===== src/stereo_paint_mix_accumulator_assert.svh =====
// assertion macros for the stereo paint mix accumulator
`ifndef STEREO_PAINT_MIX_ACCUMULATOR_ASSERT_SVH
`define STEREO_PAINT_MIX_ACCUMULATOR_ASSERT_SVH

// consequent checked in the same cycle as the antecedent
`define STPM_ASSERT_NOW(label, clk, rst, ante, cons, msg) \
   label: assert property (@(posedge clk) disable iff (rst) (ante) |-> (cons)) \
      else $error(msg);

// consequent checked in the cycle after the antecedent
`define STPM_ASSERT_NEXT(label, clk, rst, ante, cons, msg) \
   label: assert property (@(posedge clk) disable iff (rst) (ante) |=> (cons)) \
      else $error(msg);

`endif


===== src/stpm_pkg.sv =====
// shared types and constants of the stereo paint mix accumulator
package stpm_pkg;

   localparam int SLOT_W              = 9;
   localparam int ACC_W               = 32;
   localparam int SAMPLE_W            = 16;
   localparam int BYTE_W              = 8;
   localparam int GAIN_W              = 8;
   localparam int MASTER_W            = 10;
   localparam int GPROD_W             = GAIN_W + MASTER_W;
   localparam int FRAC_W              = 8;
   localparam int OUT_W               = 16;
   localparam int STORE_DEPTH_DEFAULT = 512;

   localparam logic [MASTER_W-1:0] MASTER_RESET = MASTER_W'(256);

   localparam logic signed [OUT_W-1:0] SAT_MAX = 16'sh7fff;
   localparam logic signed [OUT_W-1:0] SAT_MIN = 16'sh8000;

   localparam int OUTQ_DEPTH = 4;
   localparam int OUTQ_AW    = $clog2(OUTQ_DEPTH);
   localparam int OUTQ_CW    = $clog2(OUTQ_DEPTH + 1);

   typedef enum logic [1:0] {
      OP_LOAD  = 2'd0,
      OP_MIX16 = 2'd1,
      OP_MIX8  = 2'd2,
      OP_DRAIN = 2'd3
   } op_type;

   typedef struct packed {
      op_type                     op;
      logic [SLOT_W-1:0]          slot_index;
      logic signed [SAMPLE_W-1:0] sample_value;
      logic [GAIN_W-1:0]          left_gain;
      logic [GAIN_W-1:0]          right_gain;
      logic signed [ACC_W-1:0]    load_left;
      logic signed [ACC_W-1:0]    load_right;
   } req_type;

   typedef struct packed {
      logic signed [OUT_W-1:0] out_left;
      logic signed [OUT_W-1:0] out_right;
   } rsp_type;

   typedef struct packed {
      logic signed [ACC_W-1:0] left;
      logic signed [ACC_W-1:0] right;
   } acc_pair_type;

endpackage


===== src/stpm_delta.sv =====
// gain-scaled sample increment for one side
module stpm_delta import stpm_pkg::*; (
   input  op_type                     op,
   input  logic signed [SAMPLE_W-1:0] sample,
   input  logic [GPROD_W-1:0]         gain_prod,
   output logic signed [ACC_W-1:0]    delta
);

   logic signed [SAMPLE_W-1:0]  mul_a;
   logic signed [GPROD_W:0]     mul_b;
   logic signed [SAMPLE_W+GPROD_W:0] prod;
   logic signed [SAMPLE_W+GPROD_W:0] prod_shr;

   // mix8 takes the low byte as signed and drops the gain fraction first
   always_comb begin
      if (op == OP_MIX8) begin
         mul_a = SAMPLE_W'(signed'(sample[BYTE_W-1:0]));
         mul_b = signed'((GPROD_W+1)'(gain_prod >> FRAC_W));
      end else begin
         mul_a = sample;
         mul_b = signed'((GPROD_W+1)'(gain_prod));
      end
   end

   assign prod     = mul_a * mul_b;
   assign prod_shr = prod >>> FRAC_W;

   always_comb begin
      if (op == OP_MIX8) begin
         delta = ACC_W'(prod);
      end else begin
         delta = ACC_W'(prod_shr);
      end
   end

endmodule


===== config.mk =====
export PLATFORM = sky130hd
export DESIGN_NAME = stpm_delta
export DESIGN_NICKNAME = d
export VERILOG_FILES = /design/src/stereo_paint_mix_accumulator_assert.svh /design/src/stpm_pkg.sv /design/src/stpm_delta.sv
export SDC_FILE = /design/constraint.sdc
export NUM_CORES = 1
export LEC_CHECK = 0
export ABC_AREA = 1
export BUFFER_PORTS_ARGS = -buffer_cell sky130_fd_sc_hd__buf_4
export CELL_PAD_IN_SITES_DETAIL_PLACEMENT = 1
export CELL_PAD_IN_SITES_GLOBAL_PLACEMENT = 1
export CORE_UTILIZATION = 48
export DETAILED_ROUTE_END_ITERATION = 7
export GPL_TIMING_DRIVEN = 0
export PLACE_DENSITY_LB_ADDON = 0.25
export SYNTH_ARGS = -nofsm -noshare
export SYNTH_HDL_FRONTEND = slang
export SYNTH_SLANG_ARGS = --single-unit

===== constraint.sdc =====
create_clock -name vclk -period 8.8
set_clock_uncertainty 0.05 [all_clocks]
set_input_delay 0.88 -clock vclk [all_inputs]
set_output_delay 0.88 -clock vclk [all_outputs]
set_load 0.05 [all_outputs]

==> flow_summary.toml <==
[timing]
setup_slack_ns = 0.223
fin_crit_sh_pct = 97.5
slew_headroom_pct = 50.7
finalSetupViolCount = 0
fmax_ghz = 0.117
tightest_slew_ns = 0.736
hold_viol_final = 0
fin_crit_ns = 8.58
drv_slew = 0
fin_tns_setup_ns = 0

[grt]
grt_pass1_wl_um = 57500
overflow = 0
grt_pass1_vias = 11000
grt_max_degree = 11
grt_usage_pct = 31.8
antenna_found_initial = 0

[routing]
vias = 10200
post_drt_wl_per_cell_um = 18.8
drt_iter0_markers = 537
viasPerCell = 5.35
dr.pass1.iters = 5
drc_errors = 0
wl_um = 35800
ant_nets = 0

[synthesis]
yosysTopAreaCellShare_pct = 40.7
synthCells = 1555
avgSynthCellArea_um2 = 7.03
synth_top_cell_by_area = "fa_1"
seq_area_frac_synth_pct = 0
synthTopCellsByArea = "fa_1, nand2_1, ha_1"
syn_nets = 1937
synth_area_mm2 = 0.0109
yosysWarningCount = 0
yosysUniqueCellTypes = 32

[min_path]
min_path_cells = 4
min_from = "sample[0]"
hold_path_end = "delta[0]"
hold_path.class = "input port to output port"

[placement]
place_ws_ns = 0.270
port_buffers = 63
place_congestion = 0.918
dp_hpwl_um = 32000
place_area_mm2 = 0.0118

[critical_path]
crit_path_start_kind = "input port"
worstPathMaxFanout = 10
critPathRequiredTime_ns = 7.87
worst_setup_path_end_kind = "output port"
cp.arrival_ns = 7.65
path_class = "input port to output port"

[floorplan]
pin_count = 68
start_util_pct = 49.5
die_w_um = 153
coreArea_mm2 = 0.0221
die_area_mm2 = 0.0234
die_height_um = 153
rows = 54

[cells_and_area]
final_common_cell = "nand2_1"
seq_cell_count = 0
fin_area_mm2 = 0.0118
final_cell_mix = "nand2_1, inv_1, fa_1"
drive_above_1_share_pct = 6.91
area_growth_pct = 7.98
insertedDiodeCount = 0
seqCellArea_um2 = 0
nClkBuffers = 0
fin_nets = 2005
fin_util_pct = 53.4

[outcome]
status = "completed"

[cts]
hold_buffers = 0

[job]
cap_violations = 0
critical path: stages:
cell     delay (ns)
buf_4          0.12
nor2_4         0.38
inv_2          0.13
buf_2          0.27
o21ai_4        0.42
inv_2          0.22
nor2_1         0.17
fa_1           0.44
inv_1          0.08
fa_1           0.44
fa_1           0.52
inv_1          0.06
fa_1           0.51
fa_1           0.51
inv_1          0.06
fa_1           0.53
inv_1          0.07
ha_1           0.36
nand2_1        0.11
nor2_1         0.23
and2_1         0.16
nand2_1        0.05
nand2_1        0.17
xor2_1         0.26
nand2_1        0.17
nand2_1        0.11
buf_4          0.19
cell families (layout without fill, tap and decap cells):
family,after synthesis,after routing,synth area share [%]
AND/OR/NAND/NOR,700,700,25.6
buffers and inverters,448,514,15.5
adder cells (fa/ha/maj),346,346,54.8
AO/OA/AOI/OAI,45,45,2.77
XOR/XNOR,16,16,1.28
routing by layer:
metal / vias to the layer above / GRT usage (%) / routed length, µm
met5: - / 0 / 0
li1: 4621 / - / -
met2: 296 / 56.0 / 18100
met1: 5156 / 39.8 / 14200
met3: 95 / 3.71 / 1900
met4: 0 / 12.4 / 1490
cell usage after synthesis:
cell	count
nand3_2	1
o21ai_4	4
nand3_1	58
buf_2	7
nor2_1	190
buf_6	1
a21o_1	1
nor3_2	2
and2_1	4
xnor2_1	6
nand2_2	1
nor2_4	1
o21ai_1	9
o21ai_2	7
a21oi_1	19
clkinv_1	2
nand3b_1	6
inv_2	17
nand4_1	5
fa_1	222
clkbuf_1	16
or2_1	2
nor3_1	5
ha_1	124
nand2_1	421
inv_1	400
buf_1	5
o22ai_1	1
xor2_1	10
nor2_2	4
o21ai_0	3
o21bai_1	1
cell type report:
class | instances | area (µm²)
Multi-Input combinational cell | 1107 | 9250
Buffer | 29 | 126
Tap cell | 280 | 350
Fill cell | 2986 | 10300
Timing Repair Buffer | 66 | 508
Inverter | 419 | 1570
how the worst max path moves through the flow:
stage | start | endpoint | slack (ns) | depth (start not counted)
after floorplan | op[1] | delta[5] | 1.07 | 26
after global placement | op[0] | delta[17] | 0.42 | 27
after detailed placement | op[0] | delta[17] | 0.27 | 27
after CTS | op[0] | delta[17] | 0.24 | 27
after global routing | op[1] | delta[31] | -0.003 | 31
final | op[0] | delta[17] | 0.22 | 27
per-stage QoR:
stage,hold slack (ns),instances
finish,2.40,1901
CTS,2.39,1898
floorplan,2.09,1555
detailed placement,2.39,1898
global placement,2.37,1898
global route,2.40,1901
repair_timing:
item	4_1_cts	5_1_grt
setup endpoints to repair	0	10
setup buffers	0	3
resized for setup	0	4
Power is not shown: default switching activity piles up to over one toggle a cycle in this logic, so the estimate is an artifact.
