===== src/stereo_paint_mix_accumulator_assert.svh =====
// assertion macros for the stereo paint mix accumulator
`ifndef STEREO_PAINT_MIX_ACCUMULATOR_ASSERT_SVH
`define STEREO_PAINT_MIX_ACCUMULATOR_ASSERT_SVH

// consequent checked in the same cycle as the antecedent
`define STPM_ASSERT_NOW(label, clk, rst, ante, cons, msg) \
   label: assert property (@(posedge clk) disable iff (rst) (ante) |-> (cons)) \
      else $error(msg);

// consequent checked in the cycle after the antecedent
`define STPM_ASSERT_NEXT(label, clk, rst, ante, cons, msg) \
   label: assert property (@(posedge clk) disable iff (rst) (ante) |=> (cons)) \
      else $error(msg);

`endif


===== src/stpm_pkg.sv =====
// shared types and constants of the stereo paint mix accumulator
package stpm_pkg;

   localparam int SLOT_W              = 9;
   localparam int ACC_W               = 32;
   localparam int SAMPLE_W            = 16;
   localparam int BYTE_W              = 8;
   localparam int GAIN_W              = 8;
   localparam int MASTER_W            = 10;
   localparam int GPROD_W             = GAIN_W + MASTER_W;
   localparam int FRAC_W              = 8;
   localparam int OUT_W               = 16;
   localparam int STORE_DEPTH_DEFAULT = 512;

   localparam logic [MASTER_W-1:0] MASTER_RESET = MASTER_W'(256);

   localparam logic signed [OUT_W-1:0] SAT_MAX = 16'sh7fff;
   localparam logic signed [OUT_W-1:0] SAT_MIN = 16'sh8000;

   localparam int OUTQ_DEPTH = 4;
   localparam int OUTQ_AW    = $clog2(OUTQ_DEPTH);
   localparam int OUTQ_CW    = $clog2(OUTQ_DEPTH + 1);

   typedef enum logic [1:0] {
      OP_LOAD  = 2'd0,
      OP_MIX16 = 2'd1,
      OP_MIX8  = 2'd2,
      OP_DRAIN = 2'd3
   } op_type;

   typedef struct packed {
      op_type                     op;
      logic [SLOT_W-1:0]          slot_index;
      logic signed [SAMPLE_W-1:0] sample_value;
      logic [GAIN_W-1:0]          left_gain;
      logic [GAIN_W-1:0]          right_gain;
      logic signed [ACC_W-1:0]    load_left;
      logic signed [ACC_W-1:0]    load_right;
   } req_type;

   typedef struct packed {
      logic signed [OUT_W-1:0] out_left;
      logic signed [OUT_W-1:0] out_right;
   } rsp_type;

   typedef struct packed {
      logic signed [ACC_W-1:0] left;
      logic signed [ACC_W-1:0] right;
   } acc_pair_type;

endpackage


===== src/stpm_scale.sv =====
// master-volume scaling and 16-bit saturation of one drained side
module stpm_scale import stpm_pkg::*; (
   input  logic signed [ACC_W-1:0]  acc,
   input  logic [MASTER_W-1:0]      master,
   output logic signed [OUT_W-1:0]  sat_out
);

   logic signed [ACC_W+MASTER_W:0] prod;
   logic signed [ACC_W+MASTER_W:0] prod_shr;

   assign prod     = acc * signed'((MASTER_W+1)'(master));
   assign prod_shr = prod >>> FRAC_W;

   always_comb begin
      if (prod_shr > SAT_MAX) begin
         sat_out = SAT_MAX;
      end else if (prod_shr < SAT_MIN) begin
         sat_out = SAT_MIN;
      end else begin
         sat_out = OUT_W'(prod_shr);
      end
   end

endmodule


===== config.mk =====
export PLATFORM = sky130hd
export DESIGN_NAME = stpm_scale
export DESIGN_NICKNAME = d
export VERILOG_FILES = /design/src/stereo_paint_mix_accumulator_assert.svh /design/src/stpm_pkg.sv /design/src/stpm_scale.sv
export SDC_FILE = /design/constraint.sdc
export NUM_CORES = 1
export LEC_CHECK = 0
export BUFFER_PORTS_ARGS = -buffer_cell sky130_fd_sc_hd__buf_4
export CAP_MARGIN = 20
export CORE_MARGIN = 4
export CORE_UTILIZATION = 45
export DETAILED_ROUTE_END_ITERATION = 8
export PLACE_DENSITY = 0.61
export SYNTH_ARGS = -nofsm -noshare
export SYNTH_HDL_FRONTEND = slang
export SYNTH_SLANG_ARGS = --single-unit
export TNS_END_PERCENT = 20

===== constraint.sdc =====
create_clock -name vclk -period 12.73
set_input_delay 0.6365 -clock vclk [all_inputs]
set_output_delay 0.6365 -clock vclk [all_outputs]
set_load 0.02 [all_outputs]

==> metrics.md <==
| Metric | Value |
|---|---|
| Via count | `8,908` |
| Setup violators final | `0` |
| Routability cong. | `0.8643` |
| Hold endpoint | `sat_out[1]` |
| Final nets | `1,781` |
| Critical path class | `in -> out` |
| 1st-pass router iterations | `6` |
| Sequential cell count | `0` |
| Pin count of the biggest net entering global routing | `33` |
| Net count after synthesis | `1,799` |
| Post_cts resized | `0` |
| Rel. slew slack | `43.40%` |
| Starting DRT DRC Count | `510` |
| First-pass GRT wire length | `48.42 mm` |
| Core Rows | `59` |
| Die area | `28,960 µm²` |
| Distinct cells, synth | `68` |
| Arr. time, crit path | `8.01 ns` |
| Initial antenna violation count | `0` |
| WL per Instance | `16.09 µm` |
| Sequential fraction of the synthesis area | `0%` |
| Grt peak-use layer | `met2` |
| Synth Area per Inst | `8.485 µm²` |
| Max_cap viols | `0` |
| Die span in x | `170.2 µm` |
| Netlist Area Pre-Place | `11,840 µm²` |
| Startpoint types | `primary input` |
| Worst-path fanout max | `32` |
| Synth top area cells | `fa_1 46%, inv_1 9.7%, ha_1 9.5%` |
| Reg area | `0 µm²` |
| Clock buf count | `0` |
| HP Start | `acc[0]` |
| F_max | `0.1157 GHz` |
| Mux share of post-synthesis cell area | `0.2643%` |
| Hold/Removal Path Class | `in -> out` |
| Outcome | `complete, no violations` |
| Sum Neg Setup Slack | `0 ns` |
| Fraction of synthesized cell area in xor and xnor cells | `2.516%` |
| Syn-to-layout area delta | `3.890%` |
| Met1 Use GR | `28.37%` |
| Tcrit/Tclk final | `67.91%` |
| IO Pins | `58` |
| Largest family of logic cells by synthesized area | `adder cells` |
| Number of global-route vias before repair | `9,784` |
| ANT cells | `0` |
| # hold bufs at CTS | `0` |
| Antenna viol nets, final | `0` |
| Hold Vio Cnt, Final | `0` |
| Vias per cell | `5.209` |
| Initial Util | `45.55%` |
| Core area | `25,980 µm²` |
| Slew @ Worst Pin | `0.8461 ns` |
| Adder-cell share of the synthesized area | `55.52%` |
| GR met2 Demand/Resource | `36.33%` |
| Yosys top cell area share | `46.00%` |
| Period minus WS final | `8.644 ns` |
| Grt total ovfl | `0` |
| Post-Synthesis Cells | `1,395` |
| Total track usage | `20.22%` |
| Synth Area in Simple Gates | `20.15%` |
| Postcts setup bufs | `0` |
| Worst Setup SP | `master[6]` |
| DRT Wirelength | `27.51 mm` |
| Setup crit end kind | `primary output` |
| Met3 Usage GRT | `0.4646%` |
| Hold Path Stages | `9` |
| # DRC | `0` |
| Final Slew Violations | `0` |
| YS warnings | `0` |
| Die H | `170.2 µm` |
| PortBufs | `58` |
| Cell taking the most area after synthesis | `fa_1` |
| Unrepaired setup endpoints after global routing | `false` |
| Share of cells above drive strength 1 | `6.545%` |
| Complex-gate fraction of the synthesized area | `8.446%` |
| Worst Path Required | `12.09 ns` |
| Hpwl dp | `23.17 mm` |
-- metrics by stage --
step           hold WS [ns]  area (µm²)  cells  util, %  setup slack [ns]
2_1_floorplan         1.946       11840   1395        -             5.013
6_report              2.370       12300   1710    47.32             4.086
5_1_grt               2.511       12300   1710    47.32             3.676
3_3_place_gp          2.366       12290   1709    47.30             4.171
3_5_place_dp          2.369       12290   1709    47.30             4.069
4_1_cts               2.371       12290   1709    47.30             4.068
-- cells in the mapped netlist (7+ instances only) --
library cell,instances
ha_1,90
nand4_1,17
clkbuf_1,60
o21a_1,9
nor3_1,24
fa_1,272
nand2_1,194
nor2_1,31
o21ai_0,26
a21oi_1,43
o211ai_1,12
and2_1,161
xnor2_1,22
buf_6,7
a211oi_2,10
inv_1,305
xor2_1,12
-- critical path, stage by stage --
cell      delay [ns]
buf_4           0.36
nand2_1         0.14
fa_1            0.52
inv_1           0.05
fa_1            0.46
fa_1            0.53
fa_1            0.56
inv_1           0.06
fa_1            0.52
inv_1           0.04
ha_1            0.42
nand4_1         0.17
or4_4           0.57
a2111o_1        0.37
o22ai_2         0.21
nor4_1          0.08
or4_1           0.55
or4_1           0.55
nor4_2          0.13
and4_1          0.68
a221oi_1        0.18
buf_4           0.20
-- cells by family after synthesis --
family          Yosys count
xor+xnor                 34
compound gates          144
mux                       3
fa+ha+maj               362
buf+inv                 385
simple gates            467
-- cell usage in the layout (no fill, tap or decap), types with 10 or more instances in the layout --
| cell | n |
|---|---|
| and2_1 | 161 |
| o21ai_0 | 26 |
| a211oi_2 | 10 |
| xor2_1 | 12 |
| nand4_1 | 17 |
| buf_4 | 59 |
| nand2_1 | 194 |
| nor2_1 | 31 |
| ha_1 | 90 |
| fa_1 | 272 |
| xnor2_1 | 22 |
| nor3_1 | 24 |
| inv_1 | 305 |
| o211ai_1 | 12 |
| a21oi_1 | 43 |
-- how the worst max path moves through the flow --
stage	endpoint	cells after the start	slack [ns]
3_3_place_gp	sat_out[3]	22	4.17
2_1_floorplan	sat_out[0]	24	5.01
6_report	sat_out[8]	22	4.09
5_1_grt	sat_out[3]	22	3.68
4_1_cts	sat_out[8]	22	4.07
3_5_place_dp	sat_out[8]	22	4.07
-- layout make-up --
class | instances | area, µm²
Multi-Input combinational cell | 1010 | 10280
Fill cell | 2627 | 13690
Tap cell | 335 | 419.2
Timing Repair Buffer | 60 | 447.9
Inverter | 305 | 1145
-- routing by layer --
layer,part of all wire [%],vias up
li1,-,4190
met4,1.4,0
met3,3.7,20
met1,45,4500
met5,0,-
met2,50,198
Power is left out: the tool's default activity adds up to more than one toggle a clock period on the data nets, which glitch-free logic cannot reach.
