### config.mk
export PLATFORM = sky130hd
export DESIGN_NAME = stpm_outq
export DESIGN_NICKNAME = d
export VERILOG_FILES = /design/src/stereo_paint_mix_accumulator_assert.svh /design/src/stpm_pkg.sv /design/src/stpm_outq.sv
export SDC_FILE = /design/constraint.sdc
export NUM_CORES = 1
export LEC_CHECK = 0
export BUFFER_PORTS_ARGS = -buffer_cell sky130_fd_sc_hd__buf_2
export CORE_MARGIN = 4
export CORE_UTILIZATION = 40
export CTS_CLUSTER_DIAMETER = 80
export DETAILED_ROUTE_END_ITERATION = 10
export PLACE_DENSITY_LB_ADDON = 0.12
export SLEW_MARGIN = 5
export SYNTH_ARGS = -nofsm -noshare
export SYNTH_HDL_FRONTEND = slang
export SYNTH_SLANG_ARGS = --single-unit
### constraint.sdc
create_clock -name clock -period 1.85 [get_ports clock]
set_input_delay 0.2775 -clock clock [delete_from_list [all_inputs] [get_ports clock]]
set_output_delay 0.2775 -clock clock [all_outputs]
set_load 0.005 [all_outputs]
### src/stereo_paint_mix_accumulator_assert.svh
// assertion macros for the stereo paint mix accumulator
`ifndef STEREO_PAINT_MIX_ACCUMULATOR_ASSERT_SVH
`define STEREO_PAINT_MIX_ACCUMULATOR_ASSERT_SVH

// consequent checked in the same cycle as the antecedent
`define STPM_ASSERT_NOW(label, clk, rst, ante, cons, msg) \
   label: assert property (@(posedge clk) disable iff (rst) (ante) |-> (cons)) \
      else $error(msg);

// consequent checked in the cycle after the antecedent
`define STPM_ASSERT_NEXT(label, clk, rst, ante, cons, msg) \
   label: assert property (@(posedge clk) disable iff (rst) (ante) |=> (cons)) \
      else $error(msg);

`endif

### src/stpm_pkg.sv
// shared types and constants of the stereo paint mix accumulator
package stpm_pkg;

   localparam int SLOT_W              = 9;
   localparam int ACC_W               = 32;
   localparam int SAMPLE_W            = 16;
   localparam int BYTE_W              = 8;
   localparam int GAIN_W              = 8;
   localparam int MASTER_W            = 10;
   localparam int GPROD_W             = GAIN_W + MASTER_W;
   localparam int FRAC_W              = 8;
   localparam int OUT_W               = 16;
   localparam int STORE_DEPTH_DEFAULT = 512;

   localparam logic [MASTER_W-1:0] MASTER_RESET = MASTER_W'(256);

   localparam logic signed [OUT_W-1:0] SAT_MAX = 16'sh7fff;
   localparam logic signed [OUT_W-1:0] SAT_MIN = 16'sh8000;

   localparam int OUTQ_DEPTH = 4;
   localparam int OUTQ_AW    = $clog2(OUTQ_DEPTH);
   localparam int OUTQ_CW    = $clog2(OUTQ_DEPTH + 1);

   typedef enum logic [1:0] {
      OP_LOAD  = 2'd0,
      OP_MIX16 = 2'd1,
      OP_MIX8  = 2'd2,
      OP_DRAIN = 2'd3
   } op_type;

   typedef struct packed {
      op_type                     op;
      logic [SLOT_W-1:0]          slot_index;
      logic signed [SAMPLE_W-1:0] sample_value;
      logic [GAIN_W-1:0]          left_gain;
      logic [GAIN_W-1:0]          right_gain;
      logic signed [ACC_W-1:0]    load_left;
      logic signed [ACC_W-1:0]    load_right;
   } req_type;

   typedef struct packed {
      logic signed [OUT_W-1:0] out_left;
      logic signed [OUT_W-1:0] out_right;
   } rsp_type;

   typedef struct packed {
      logic signed [ACC_W-1:0] left;
      logic signed [ACC_W-1:0] right;
   } acc_pair_type;

endpackage

### src/stpm_outq.sv
// small result queue between the pipeline and the result channel
module stpm_outq import stpm_pkg::*; (
   input  logic               clock,
   input  logic               reset,
   input  logic               push,
   input  rsp_type            push_data,
   output logic               rsp_valid,
   input  logic               rsp_stall,
   output rsp_type            rsp_data,
   output logic [OUTQ_CW-1:0] count
);

   rsp_type             mem_ff [OUTQ_DEPTH];
   logic [OUTQ_AW-1:0]  wr_ptr_ff;
   logic [OUTQ_AW-1:0]  rd_ptr_ff;
   logic [OUTQ_CW-1:0]  count_ff;
   logic [OUTQ_CW-1:0]  count_in;
   logic                pop;

   assign pop = rsp_valid && !rsp_stall;

   always_comb begin
      count_in = count_ff;
      if (push && !pop) begin
         count_in = count_ff + OUTQ_CW'(1);
      end else if (pop && !push) begin
         count_in = count_ff - OUTQ_CW'(1);
      end
   end

   always_ff @(posedge clock) begin
      if (reset) begin
         wr_ptr_ff <= '0;
         rd_ptr_ff <= '0;
         count_ff  <= '0;
      end else begin
         if (push) begin
            wr_ptr_ff <= wr_ptr_ff + OUTQ_AW'(1);
         end
         if (pop) begin
            rd_ptr_ff <= rd_ptr_ff + OUTQ_AW'(1);
         end
         count_ff <= count_in;
      end
   end

   always_ff @(posedge clock) begin
      if (push) begin
         mem_ff[wr_ptr_ff] <= push_data;
      end
   end

   assign rsp_valid = (count_ff != '0);
   assign rsp_data  = mem_ff[rd_ptr_ff];
   assign count     = count_ff;

endmodule

==> results of run 1 <==
## timing repair
item / 4_1_cts / 5_1_grt
gates resized for setup: 10 / 4
gates cloned: 0 / 1
hold endpoints to repair: 0 / 0
endpoints found under the setup margin: 31 / 33
buffers inserted: 0 / 1
## cell type report
| type | instances | area, um^2 |
|---|---|---|
| clock inverter | 15 | 178 |
| multi-input combinational | 64 | 998 |
| inverter | 4 | 15.0 |
| fill | 984 | 5840 |
| tap | 168 | 210 |
| sequential | 137 | 4030 |
| clock buffer | 17 | 425 |
| antenna | 1 | 2.50 |
| timing repair buffer | 88 | 556 |
## cell families after synthesis
group,Yosys count,share of synthesized area [%]
and+or+nand+nor,14,1.50
buffers and inverters,12,2.06
xor gates and xnor gates,3,0.516
DFF,137,78.9
adders and majority gates,6,1.62
muxes,34,14.7
AOI/OAI and AO/OA,7,0.687
## how the worst max path moves through the flow
stage                                from                     to  slack (ns)  cells past startpoint
CTS                                  flop           rsp_data[29]       -0.13                      3
global placement    count[2]$_SDFFE_PP0P_  count[2]$_SDFFE_PP0P_        0.06                      8
floorplan           count[0]$_SDFFE_PP0P_  count[2]$_SDFFE_PP0P_        0.02                      8
finish                               flop           rsp_data[17]        -0.1                      3
global route                         flop            rsp_data[7]       -0.17                      3
detailed placement  count[2]$_SDFFE_PP0P_  count[2]$_SDFFE_PP0P_        0.04                      8
## cell usage in the layout (no fill, tap or decap), types with 4 or more instances in the layout
master	Yosys	routed
ha_1	5	4
inv_1	4	4
edfxtp_1	128	128
buf_4	0	11
clkinvlp_4	0	5
mux4_2	30	32
clkbuf_16	0	18
buf_2	3	70
dfxtp_1	9	5
nor2_1	4	4
and2_2	0	4
## metal layers
metal,vias to the layer above,track usage [%],share of wire (%),wire length (um)
met4,0,6.16,1.9,171
met5,-,0,0,0
met1,1219,16.2,43,3870
met2,59,21.2,50,4470
li1,1086,-,-,-
met3,17,4.71,5.8,525
## critical path: cells and delay by family (launching register included)
kind     cells  cell delay, ns
buf+inv      2            0.31
mux          1            0.51
flops        1            0.43
## power by group
group | switching [W] | total [W] | internal [W] | leakage (nW)
sequential | 0.0000980 | 0.00370 | 0.00360 | 1.25
clock | 0.00127 | 0.00339 | 0.00212 | 0.281
combinational | 0.000665 | 0.00158 | 0.000911 | 0.686
## flip-flops by register name, indices dropped and copies added (netlist names), named ones only
signal and count:
wr_ptr_ff 2, count 3, rd_ptr_ff 2, mem_ff 128
## stage by stage
| step | utilization (%) | hold WS (ns) | setup TNS (ns) |
|---|---|---|---|
| 6_report | 52.3 | 0.0794 | -2.38 |
| 5_1_grt | 52.3 | 0.0641 | -4.55 |
| 4_1_cts | 52.0 | 0.0595 | -2.83 |
| 3_5_place_dp | 46.8 | 0.492 | 0 |
| 3_3_place_gp | 46.8 | 0.469 | 0 |
| 2_1_floorplan | - | 0.376 | 0 |
==> impl_results.md, run 1 <==
- Most frequent cell after synthesis: edfxtp_1
- Initial core utilization: 41.6%
- Yosys Warn Count: 0
- Post-synthesis sequential area ratio: 78.9%
- Placer Congestion: a little over 0.7
- Failing checks: setup timing
- Hold Path Origin: push_data[19]
- # IOs: about 70
- Max-slew violations: 0
- Max Freq: ~0.5 GHz
- Synth area leader: edfxtp_1
- Post-synth ARST share: 0%
- Max VDD drop: ~0.00077 V
- Final min period: just under 2 ns
- CP max FO: 6
- Post-Syn Area: 5100 um^2
- Port Buffers: 71
- Synth top cells by count: edfxtp_1, mux4_2, dfxtp_1
- Final WS setup: -0.0983 ns
- Placement Cell Area: 5740 um^2
- Final Setup Violations: 32
- Setup crit start kind: flop
- Slew @ Worst Pin: roughly 0.91 ns
- Total global routing overflow: 0
- Crit-path cells: buf_6 > mux4_2 > buf_2
- Post-synth EDFFs: 128
- Global-route wire length before repair: 14,100 um
- Crit path DAT: ~1.7 ns
- Post-synthesis area per instance: ~24 um^2
- Crit. End Element: primary output
- Clk_lat worst skew: just over 0.4 ns
- Pre-CTS setup slack: approximately 0.036 ns
- Register-to-register setup slack: 0.01 ns
- HP Class: input port to flop
- Slew headroom: 39.5%
- Synthesized netlist cell count: ~210
- Synth Flop Type: edfxtp_1
- Htree depth: 4
- Hold_buf cts: 0
- Initial antenna violation count: 0
- Routed WL: approximately 9000 um
- Non-Filler Instances: roughly 490
- Reg-to-reg startpoint: count[2]$_SDFFE_PP0P_
- CTS tree: done
- Share of the synthesized area in the top cell type: 75.4%
- DP Cell Count: around 460
- DR WL/cell: around 18 um
- WHS Path Cells: 1
- Status: finished with violations
- Post-Syn Nets: ~260
- Hpwl dp: ~5500 um
- Layout cells sized above 1: roughly 51%
- Post-DRT Antenna Nets: 0
- Register bit count reported by yosys: around 140
- CTS Buffer Depth: 2
- Residual DRC: 0
- FF-to-FF End: count[2]$_SDFFE_PP0P_
- CTS buffer count: 17
- Pwr Total: 0.00866 W
- Root Driver: clkbuf_16
- Vias in the first global route: between 2,000 and 3,000
- Hold Path End: mem_ff[2][19]$_DFFE_PP_
- Final #Nets: ~350
- Maxcap violations: 0
- DR iter-0 viols: roughly 170
- Vias after detailed routing: 2,381
- Die height: ~120 um
- Tot GR Track Use: roughly an eighth
- Detailed Routing Iterations Pass 1: 4
- Die X: between 100 and 150 um
- Die area: 14,600 um^2
- Core footprint: 12,300 um^2
- Standard-cell rows: 40
- Static leakage: between 2 and 2.5 nW
- Endpoints failing hold: 0
- Area contributors post-synth: edfxtp_1, mux4_2, dfxtp_1
- CP peak stage delay: ~0.51 ns
- Largest net degree at the start of global routing: 33
- Clock skew: about 0.0053 ns
- R2R cell count: 8
- CP required: approximately 1.6 ns
- Synth-to-Final Area Change: 25.9%
- Clock transition at the registers of the reported paths: around 0.060 ns
- PD cells: ~1300 nW/um^2
- Yosys cell types: 22
- CP max-delay cell: mux4_2
- Crit share post-route: 105%
- Finished Cell Area: 6420 um^2
- Vias per inst: about 4.8
- RSZ-0062 raised after global routing: yes
- CTS sink count: ~140
- WS Path Type: flop to primary output
No activity file was read; power rests on OpenSTA's default activity.
==> run 2: changes to the inputs <==
--- a/config.mk
+++ b/config.mk
@@ -7,6 +7,6 @@
 export LEC_CHECK = 0
 export BUFFER_PORTS_ARGS = -buffer_cell sky130_fd_sc_hd__buf_2
-export CORE_MARGIN = 4
-export CORE_UTILIZATION = 40
+export CORE_MARGIN = 5
+export CORE_UTILIZATION = 35
 export CTS_CLUSTER_DIAMETER = 80
 export DETAILED_ROUTE_END_ITERATION = 10
==> constraint.sdc (replaced) <==
create_clock -name clock -period 1.85 [get_ports clock]
set_input_delay 0.0925 -clock clock [delete_from_list [all_inputs] [get_ports clock]]
set_output_delay 0.0925 -clock clock [all_outputs]
set_load 0.005 [all_outputs]
==> run 2 against run 1 <==
Effect of this change:
- the flow now finishes without violations
- combinational power rose by 8%
- global-route usage down 1.6 points
- wire length up 2.9%
- clock-buffer cell count up 3
- die area increased by 17%
- total power shrank 0.27%
- critical endpoint is now count[2]$_SDFFE_PP0P_
- largest cell class unchanged
- largest power group unchanged
==> impl_results.md, run 2 (synthesis results as in run 1) <==
- Setup TNS: 0 ns (+2.38 ns)
- Placement Cell Area: 5770 um^2 (+0.48%)
- R2R cell count: 8 (unchanged)
- Hpwl dp: 5620 um (+2.7%)
- Static leakage: 2.41 nW (+8.4%)
- CTS tree: done
- CTS Buffer Depth: 2 (unchanged)
- WHS Path Cells: 4 (+3)
- Post-DRT Antenna Nets: 0 (unchanged)
- Root Driver: clkbuf_16
- Util after Layout: 47.5% (-4.9 points)
- Top reg by flops: mem_ff
- Final WS setup: 0.0291 ns (+0.127 ns)
- Sw frac: 22.8% (-0.64 points)
- Final min period: 1.82 ns (-0.127 ns)
- Psw: 0.00197 W (-3.0%)
- DR iter-0 viols: 111 (-35%)
- CP max FO: 2 (-4)
- Register-to-register setup slack: 0.03 ns (+0.02 ns)
- Pint: 0.00667 W (+0.56%)
- Setup crit start kind: flop
- Logic gate share of total power: 19.8% (+1.6 points)
- Vias per inst: 4.53 (-6.0%)
- Clock power share: 37.5% (-1.6 points)
- Final Setup Violations: 0 (-100%)
- Tot GR Track Use: 11.7% (-1.6 points)
- Max-slew violations: 0 (unchanged)
- Vias after detailed routing: 2,483 (+4.3%)
- Residual DRC: 0 (unchanged)
- Layout cells sized above 1: 44.5% (-6.3 points)
- Seq pwr share: 42.7% (about the same)
- Total global routing overflow: 0 (unchanged)
- RSZ-0062 raised after global routing: yes
- Hold Path End: count[1]$_SDFFE_PP0P_
- Vias in the first global route: 2,802 (+7.6%)
- Maxcap violations: 0 (unchanged)
- Most frequent cells in the layout: edfxtp_1, buf_2, dlygate4sd3_1, mux4_2, clkbuf_16
- Slew @ Worst Pin: 0.917 ns (+0.0104 ns)
- Finished Cell Area: 6850 um^2 (+6.7%)
- Clock skew: 0.00632 ns (+0.00105 ns)
- Routed WL: 9300 um (+2.9%)
- Pwr Total: 0.00864 W (-0.27%)
- Slew headroom: 38.8% (-0.69 points)
- Max VDD drop: 0.000619 V (-20%)
- Endpoints failing hold: 0 (unchanged)
- Standard-cell rows: 44 (+10%)
- Initial core utilization: 35.3% (-6.2 points)
- FF-to-FF End: count[2]$_SDFFE_PP0P_
- Pre-CTS setup slack: -0.0138 ns (-0.0500 ns)
- # IOs: 72 (unchanged)
- Core footprint: 14,400 um^2 (+18%)
- HP Class: input port to flop
- Port Buffers: 71 (unchanged)
- Die height: 131 um (+8.1%)
- Detailed Routing Iterations Pass 1: 4 (unchanged)
- Status: complete, no violations
- Die area: 17,100 um^2 (+17%)
- Die X: 131 um (+8.1%)
- Clk_lat worst skew: 0.41 ns (about the same)
- Crit. End Element: flop
- WS Path Type: flop to flop
- Final #Nets: 393 (+11%)
- Antenna diodes: 0 (-1)
- Htree depth: 4 (unchanged)
- Max Freq: 0.549 GHz (+7.0%)
- Crit share post-route: 98.4% (-6.9 points)
- Clock transition at the registers of the reported paths: 0.06 ns (about the same)
- CTS buffer count: 17 (unchanged)
- Crit path DAT: 2.16 ns (+0.49 ns)
- Global-route wire length before repair: 14,400 um (+1.8%)
- CP required: 2.19 ns (+0.62 ns)
- Largest net degree at the start of global routing: 33 (unchanged)
- PD cells: 1260 nW/um^2 (-6.5%)
- Initial antenna violation count: 0 (unchanged)
- Hold Path Origin: push
- Most common cell after layout, fill and taps aside: edfxtp_1
- Reg-to-reg startpoint: count[0]$_SDFFE_PP0P_
- DR WL/cell: 17.0 um (-7.3%)
- Synth-to-Final Area Change: 34.3%
- Placer Congestion: 0.657 (-7.8%)
- CTS sink count: 137 (unchanged)
- Largest register FFs: 128 (unchanged)
==> run 2: how the worst max path moves through the flow <==
stage | from | end | slack [ns]
after global placement | count[0]$_SDFFE_PP0P_ | count[2]$_SDFFE_PP0P_ | 0.04
after global routing | count[0]$_SDFFE_PP0P_ | count[2]$_SDFFE_PP0P_ | -0.06
after detailed placement | count[0]$_SDFFE_PP0P_ | count[2]$_SDFFE_PP0P_ | -0.01
final | count[0]$_SDFFE_PP0P_ | count[2]$_SDFFE_PP0P_ | 0.03
after floorplan | count[0]$_SDFFE_PP0P_ | count[2]$_SDFFE_PP0P_ | 0.02
after CTS | count[0]$_SDFFE_PP0P_ | count[2]$_SDFFE_PP0P_ | -0.004
==> run 2: per-layer routing <==
layer	track usage [%]	up-vias	part of all wire [%]
li1	-	1162	-
met4	4.90	0	1.9
met3	4.23	17	5.0
met2	20.0	50	52
met1	13.2	1254	42
met5	0	-	0
==> run 2: area by class of cell <==
cell class | count | area [um^2]
clock buffers | 20 | 457
multi-input cells | 64 | 1000
well taps | 184 | 230
repair buffers | 127 | 981
flip-flops and latches | 137 | 4040
fillers | 1241 | 7580
clock inverters | 12 | 125
inverters | 4 | 15.0
==> run 2: what timing repair did <==
item,4_1_cts,5_1_grt
setup endpoints to repair,16,22
setup buffers,6,0
gates resized for setup,4,1
hold buffers,39,0
cloned,0,0
pin swaps,4,1
hold endpoints to repair,137,0
==> run 2: power groups by stage <==
stage / registers [W] / logic [W] / clock network, W
floorplan: 0.00373 / 0.000968 / 0
global route: 0.00370 / 0.00189 / 0.00345
global placement: 0.00374 / 0.00147 / 0
detailed placement: 0.00375 / 0.00147 / 0
CTS: 0.00369 / 0.00177 / 0.00331
finish: 0.00369 / 0.00171 / 0.00324
==> run 2: worst max-delay path, stage by stage (launching register included) <==
cell     delay, ns
dfxtp_4       0.35
nor3_4        0.18
or2_4         0.15
ha_4          0.13
inv_2         0.04
fa_2          0.33
xor2_1        0.16
or3_1         0.30
a21oi_1       0.12
==> run 2: metrics by stage <==
stage / std cells / hold slack, ns
final: 548 / 0.232
after detailed placement: 471 / 0.311
after CTS: 548 / 0.209
after global routing: 548 / 0.267
after floorplan: 213 / 0.191
after global placement: 471 / 0.308
==> run 3: changes to the inputs <==
Settings changed: ABC_AREA from default to 1.
==> run 3 against run 2 <==
Effect of this change:
- final area down 1.8%
- combinational power rose by 2%
- global-route usage is 1.8 points higher
- via count grew 33%
- total power rose by 0.82%
- sequential power about the same
- flip-flop and latch count stayed put
- clock power up 1%
- critical path type unchanged
- critical endpoint unchanged
- largest power group unchanged
- highest routed layer unchanged
==> impl_results.md, run 3 <==
- Status: complete, no violations
- Most common cell after layout, fill and taps aside: edfxtp_1
- Max Freq: 0.590 GHz (+7.5%)
- Seq pwr share: 42.2% (-0.5 points)
- Clk_lat worst skew: 0.41 ns (about the same)
- Die height: 132 um (+1.3%)
- Initial core utilization: 35.9% (+0.55 points)
- Standard-cell rows: 44 (unchanged)
- Most frequent cells in the layout: edfxtp_1, buf_2, nor2_1, o21ai_0, dlygate4sd3_1
- Clock skew: 0.00489 ns (-0.00143 ns)
- CP peak stage delay: 0.38 ns (+0.03 ns)
- Cell mode on critical path: inv_1
- CTS tree: done
- Vias after detailed routing: 3,292 (+33%)
- Slew headroom: 79.3% (+40 points)
- Crit share post-route: 91.6% (-6.8 points)
- Pint: 0.00638 W (-4.3%)
- CP max-delay cell: fa_1
- Largest net degree at the start of global routing: 65 (+97%)
- Area contributors post-synth: edfxtp_1, nor2_1, o22ai_1
- Post-synthesis sequential area ratio: 76.8% (-2.1 points)
- Htree depth: 4 (unchanged)
- DR iter-0 viols: 178 (+60%)
- Vias in the first global route: 3,435 (+23%)
- Max VDD drop: 0.000785 V (+27%)
- Placer Congestion: 0.714 (+8.6%)
- Logic gate share of total power: 20.1% (+0.3 points)
- R2R cell count: 12 (+4)
- Detailed Routing Iterations Pass 1: 4 (unchanged)
- Residual DRC: 0 (unchanged)
- Share of the synthesized area in the top cell type: 73.4% (-2.0 points)
- Crit path DAT: 2.00 ns (-0.16 ns)
- Vias per inst: 4.78 (+5.6%)
- Hold WS: 0.0486 ns (-0.183 ns)
- Post-synth ARST share: 0% (unchanged)
- CP Buf/Inv Count: 3 (+2)
- Post-synth EDFFs: 128 (unchanged)
- Total global routing overflow: 0 (unchanged)
- Yosys cell types: 20 (-9.1%)
- Final Setup Violations: 0 (unchanged)
- Synth top cells by count: edfxtp_1, nor2_1, o21ai_0
- Port Buffers: 71 (unchanged)
- Synth-to-Final Area Change: 28.4%
- Antenna diodes: 0 (unchanged)
- Register bit count reported by yosys: 137 (unchanged)
- Clock power share: 37.7% (+0.2 points)
- Setup TNS: 0 ns (unchanged)
- Post-DRT Antenna Nets: 0 (unchanged)
- Yosys Warn Count: 0 (unchanged)
- Sw frac: 26.7% (+3.9 points)
- Routed WL: 11,300 um (+22%)
- Maxcap violations: 0 (unchanged)
- Post-Syn Nets: 413 (+62%)
- FF-to-FF End: count[2]$_SDFFE_PP0P_
- CP top delay family: adder cells
- Crit path depth: 12 (+4)
- DR WL/cell: 16.5 um (-3.0%)
- Setup crit start kind: flop
- Fillers: 1,301 (+4.8%)
- Hpwl dp: 6630 um (+18%)
- Core footprint: 14,600 um^2 (+1.1%)
- CP required: 2.16 ns (-0.03 ns)
- RSZ-0062 raised after global routing: no
- Largest register FFs: 128 (unchanged)
- Crit. End Element: flop
- Synthesized netlist cell count: 371 (+74%)
- Critical Path Sink: count[2]$_SDFFE_PP0P_
- Synth area leader: edfxtp_1
- CTS Buffer Depth: 2 (unchanged)
- Final #Nets: 533 (+36%)
- Psw: 0.00233 W (+18%)
- Die area: 17,500 um^2 (+2.5%)
- Global-route wire length before repair: 18,200 um (+27%)
- Most frequent cell after synthesis: edfxtp_1
- Tot GR Track Use: 13.5% (+1.8 points)
- Endpoints failing hold: 0 (unchanged)
- CP Launch Point: count[1]$_SDFFE_PP0P_
- Static leakage: 2.49 nW (+3.5%)
- Clock transition at the registers of the reported paths: 0.05 ns (about the same)
- Reg-to-reg startpoint: count[1]$_SDFFE_PP0P_
- Post-Syn Area: 5240 um^2 (+2.7%)
- CP max FO: 5 (+3)
- Synth Flop Type: edfxtp_1
- Max-slew violations: 0 (unchanged)
- Layout cells sized above 1: 23.2% (-21 points)
- Post-synthesis area per instance: 14.1 um^2 (-41%)
- CTS buffer count: 17 (unchanged)
- Initial antenna violation count: 0 (unchanged)
- Die X: 132 um (+1.3%)
- PD cells: 1300 nW/um^2 (+2.7%)
- HP Class: input port to flop
- # IOs: 72 (unchanged)
- Root Driver: clkbuf_16
- CTS sink count: 137 (unchanged)
- Top reg by flops: mem_ff
- Final min period: 1.69 ns (-0.127 ns)
- Crit-path cells: nor2_2 > nand2_2 > nand2_2 > ha_1 > inv_1 > fa_1 > inv_1 > nand2_1 > nand3_1 > nand2_1 > inv_1 > nor2_1
- Slew @ Worst Pin: 0.310 ns (-0.607 ns)
- Register-to-register setup slack: 0.16 ns (+0.13 ns)
- WS Path Type: flop to flop
==> run 3: cell types whose count changed after synthesis, moves of 4 or more <==
cell	previous run	this run
nor2_1	4	71
o21ai_0	3	39
o22ai_1	0	32
mux4_2	30	0
o21ai_1	0	28
nand2_1	0	13
inv_1	4	15
buf_6	1	9
and2_1	4	0
==> run 3: layout make-up <==
type / instances / area, um^2 / area share (%)
clock buffers: 22 / 444 / 6.61
repair buffers: 120 / 825 / 12.3
multi-input cells: 198 / 991 / 14.7
well taps: 184 / 230 / 3.42
inverters: 17 / 80.1 / 1.19
flip-flops and latches: 137 / 4030 / 59.9
clock inverters: 10 / 126 / 1.88
==> run 3: worst reg2reg max path, cell delays in order, from the launching register on <==
cell	delay, ns
dfxtp_1	0.35
nor2_2	0.13
nand2_2	0.09
nand2_2	0.09
ha_1	0.16
inv_1	0.07
fa_1	0.38
inv_1	0.06
nand2_1	0.06
nand3_1	0.08
nand2_1	0.05
inv_1	0.04
nor2_1	0.03
==> run 3: what timing repair did <==
action                                 in CTS  in global routing
hold buffers                               34                  0
setup buffers                               0                  1
pin swaps                                   0                  0
gates cloned                                0                  0
setup endpoints to repair                  11                  8
gates resized for setup                     1                  6
endpoints found under the hold margin     130                  0
==> run 3: worst min-delay path by stage <==
stage               start                         to  cells past startpoint
finish               push  wr_ptr_ff[0]$_SDFFE_PP0P_                      3
global route         push  wr_ptr_ff[0]$_SDFFE_PP0P_                      3
CTS                  push  wr_ptr_ff[0]$_SDFFE_PP0P_                      3
detailed placement  reset      count[0]$_SDFFE_PP0P_                      2
global placement    reset      count[0]$_SDFFE_PP0P_                      2
floorplan           reset      count[0]$_SDFFE_PP0P_                      1
==> run 3: power groups by stage <==
stage / sequential [W] / clock, W / combinational [W]
detailed placement: 0.00375 / 0 / 0.00168
finish: 0.00368 / 0.00328 / 0.00175
global placement: 0.00374 / 0 / 0.00166
global route: 0.00370 / 0.00348 / 0.00199
CTS: 0.00369 / 0.00335 / 0.00175
floorplan: 0.00370 / 0 / 0.00109
==> run 3: metrics by stage <==
step	power [W]	instances	cell area, um^2	worst slack (ns)	util (%)
global route	0.00917	688	6720	0.0145	46.1
global placement	0.00540	621	5780	0.164	39.6
finish	0.00871	688	6720	0.156	46.1
floorplan	0.00479	371	5240	0.200	-
CTS	0.00878	687	6700	0.0390	45.9
detailed placement	0.00543	621	5780	0.103	39.6
==> run 3: cells by family after synthesis <==
family | Yosys count | share of synthesized area, %
XOR/XNOR | 1 | 0.167
AO/OA/AOI/OAI | 104 | 10.7
AND/OR/NAND/NOR | 87 | 6.33
flip-flops | 137 | 76.8
adder cells (fa/ha/maj) | 6 | 1.58
buffers and inverters | 36 | 4.37
==> run 3: routing by layer <==
layer  track usage, %  share of wire (%)  vias up
met5                0                  0        -
met2             22.2                 49       77
met3             4.24                4.6        8
met4             4.92               0.99        0
li1                 -                  -     1611
met1             16.8                 45     1596
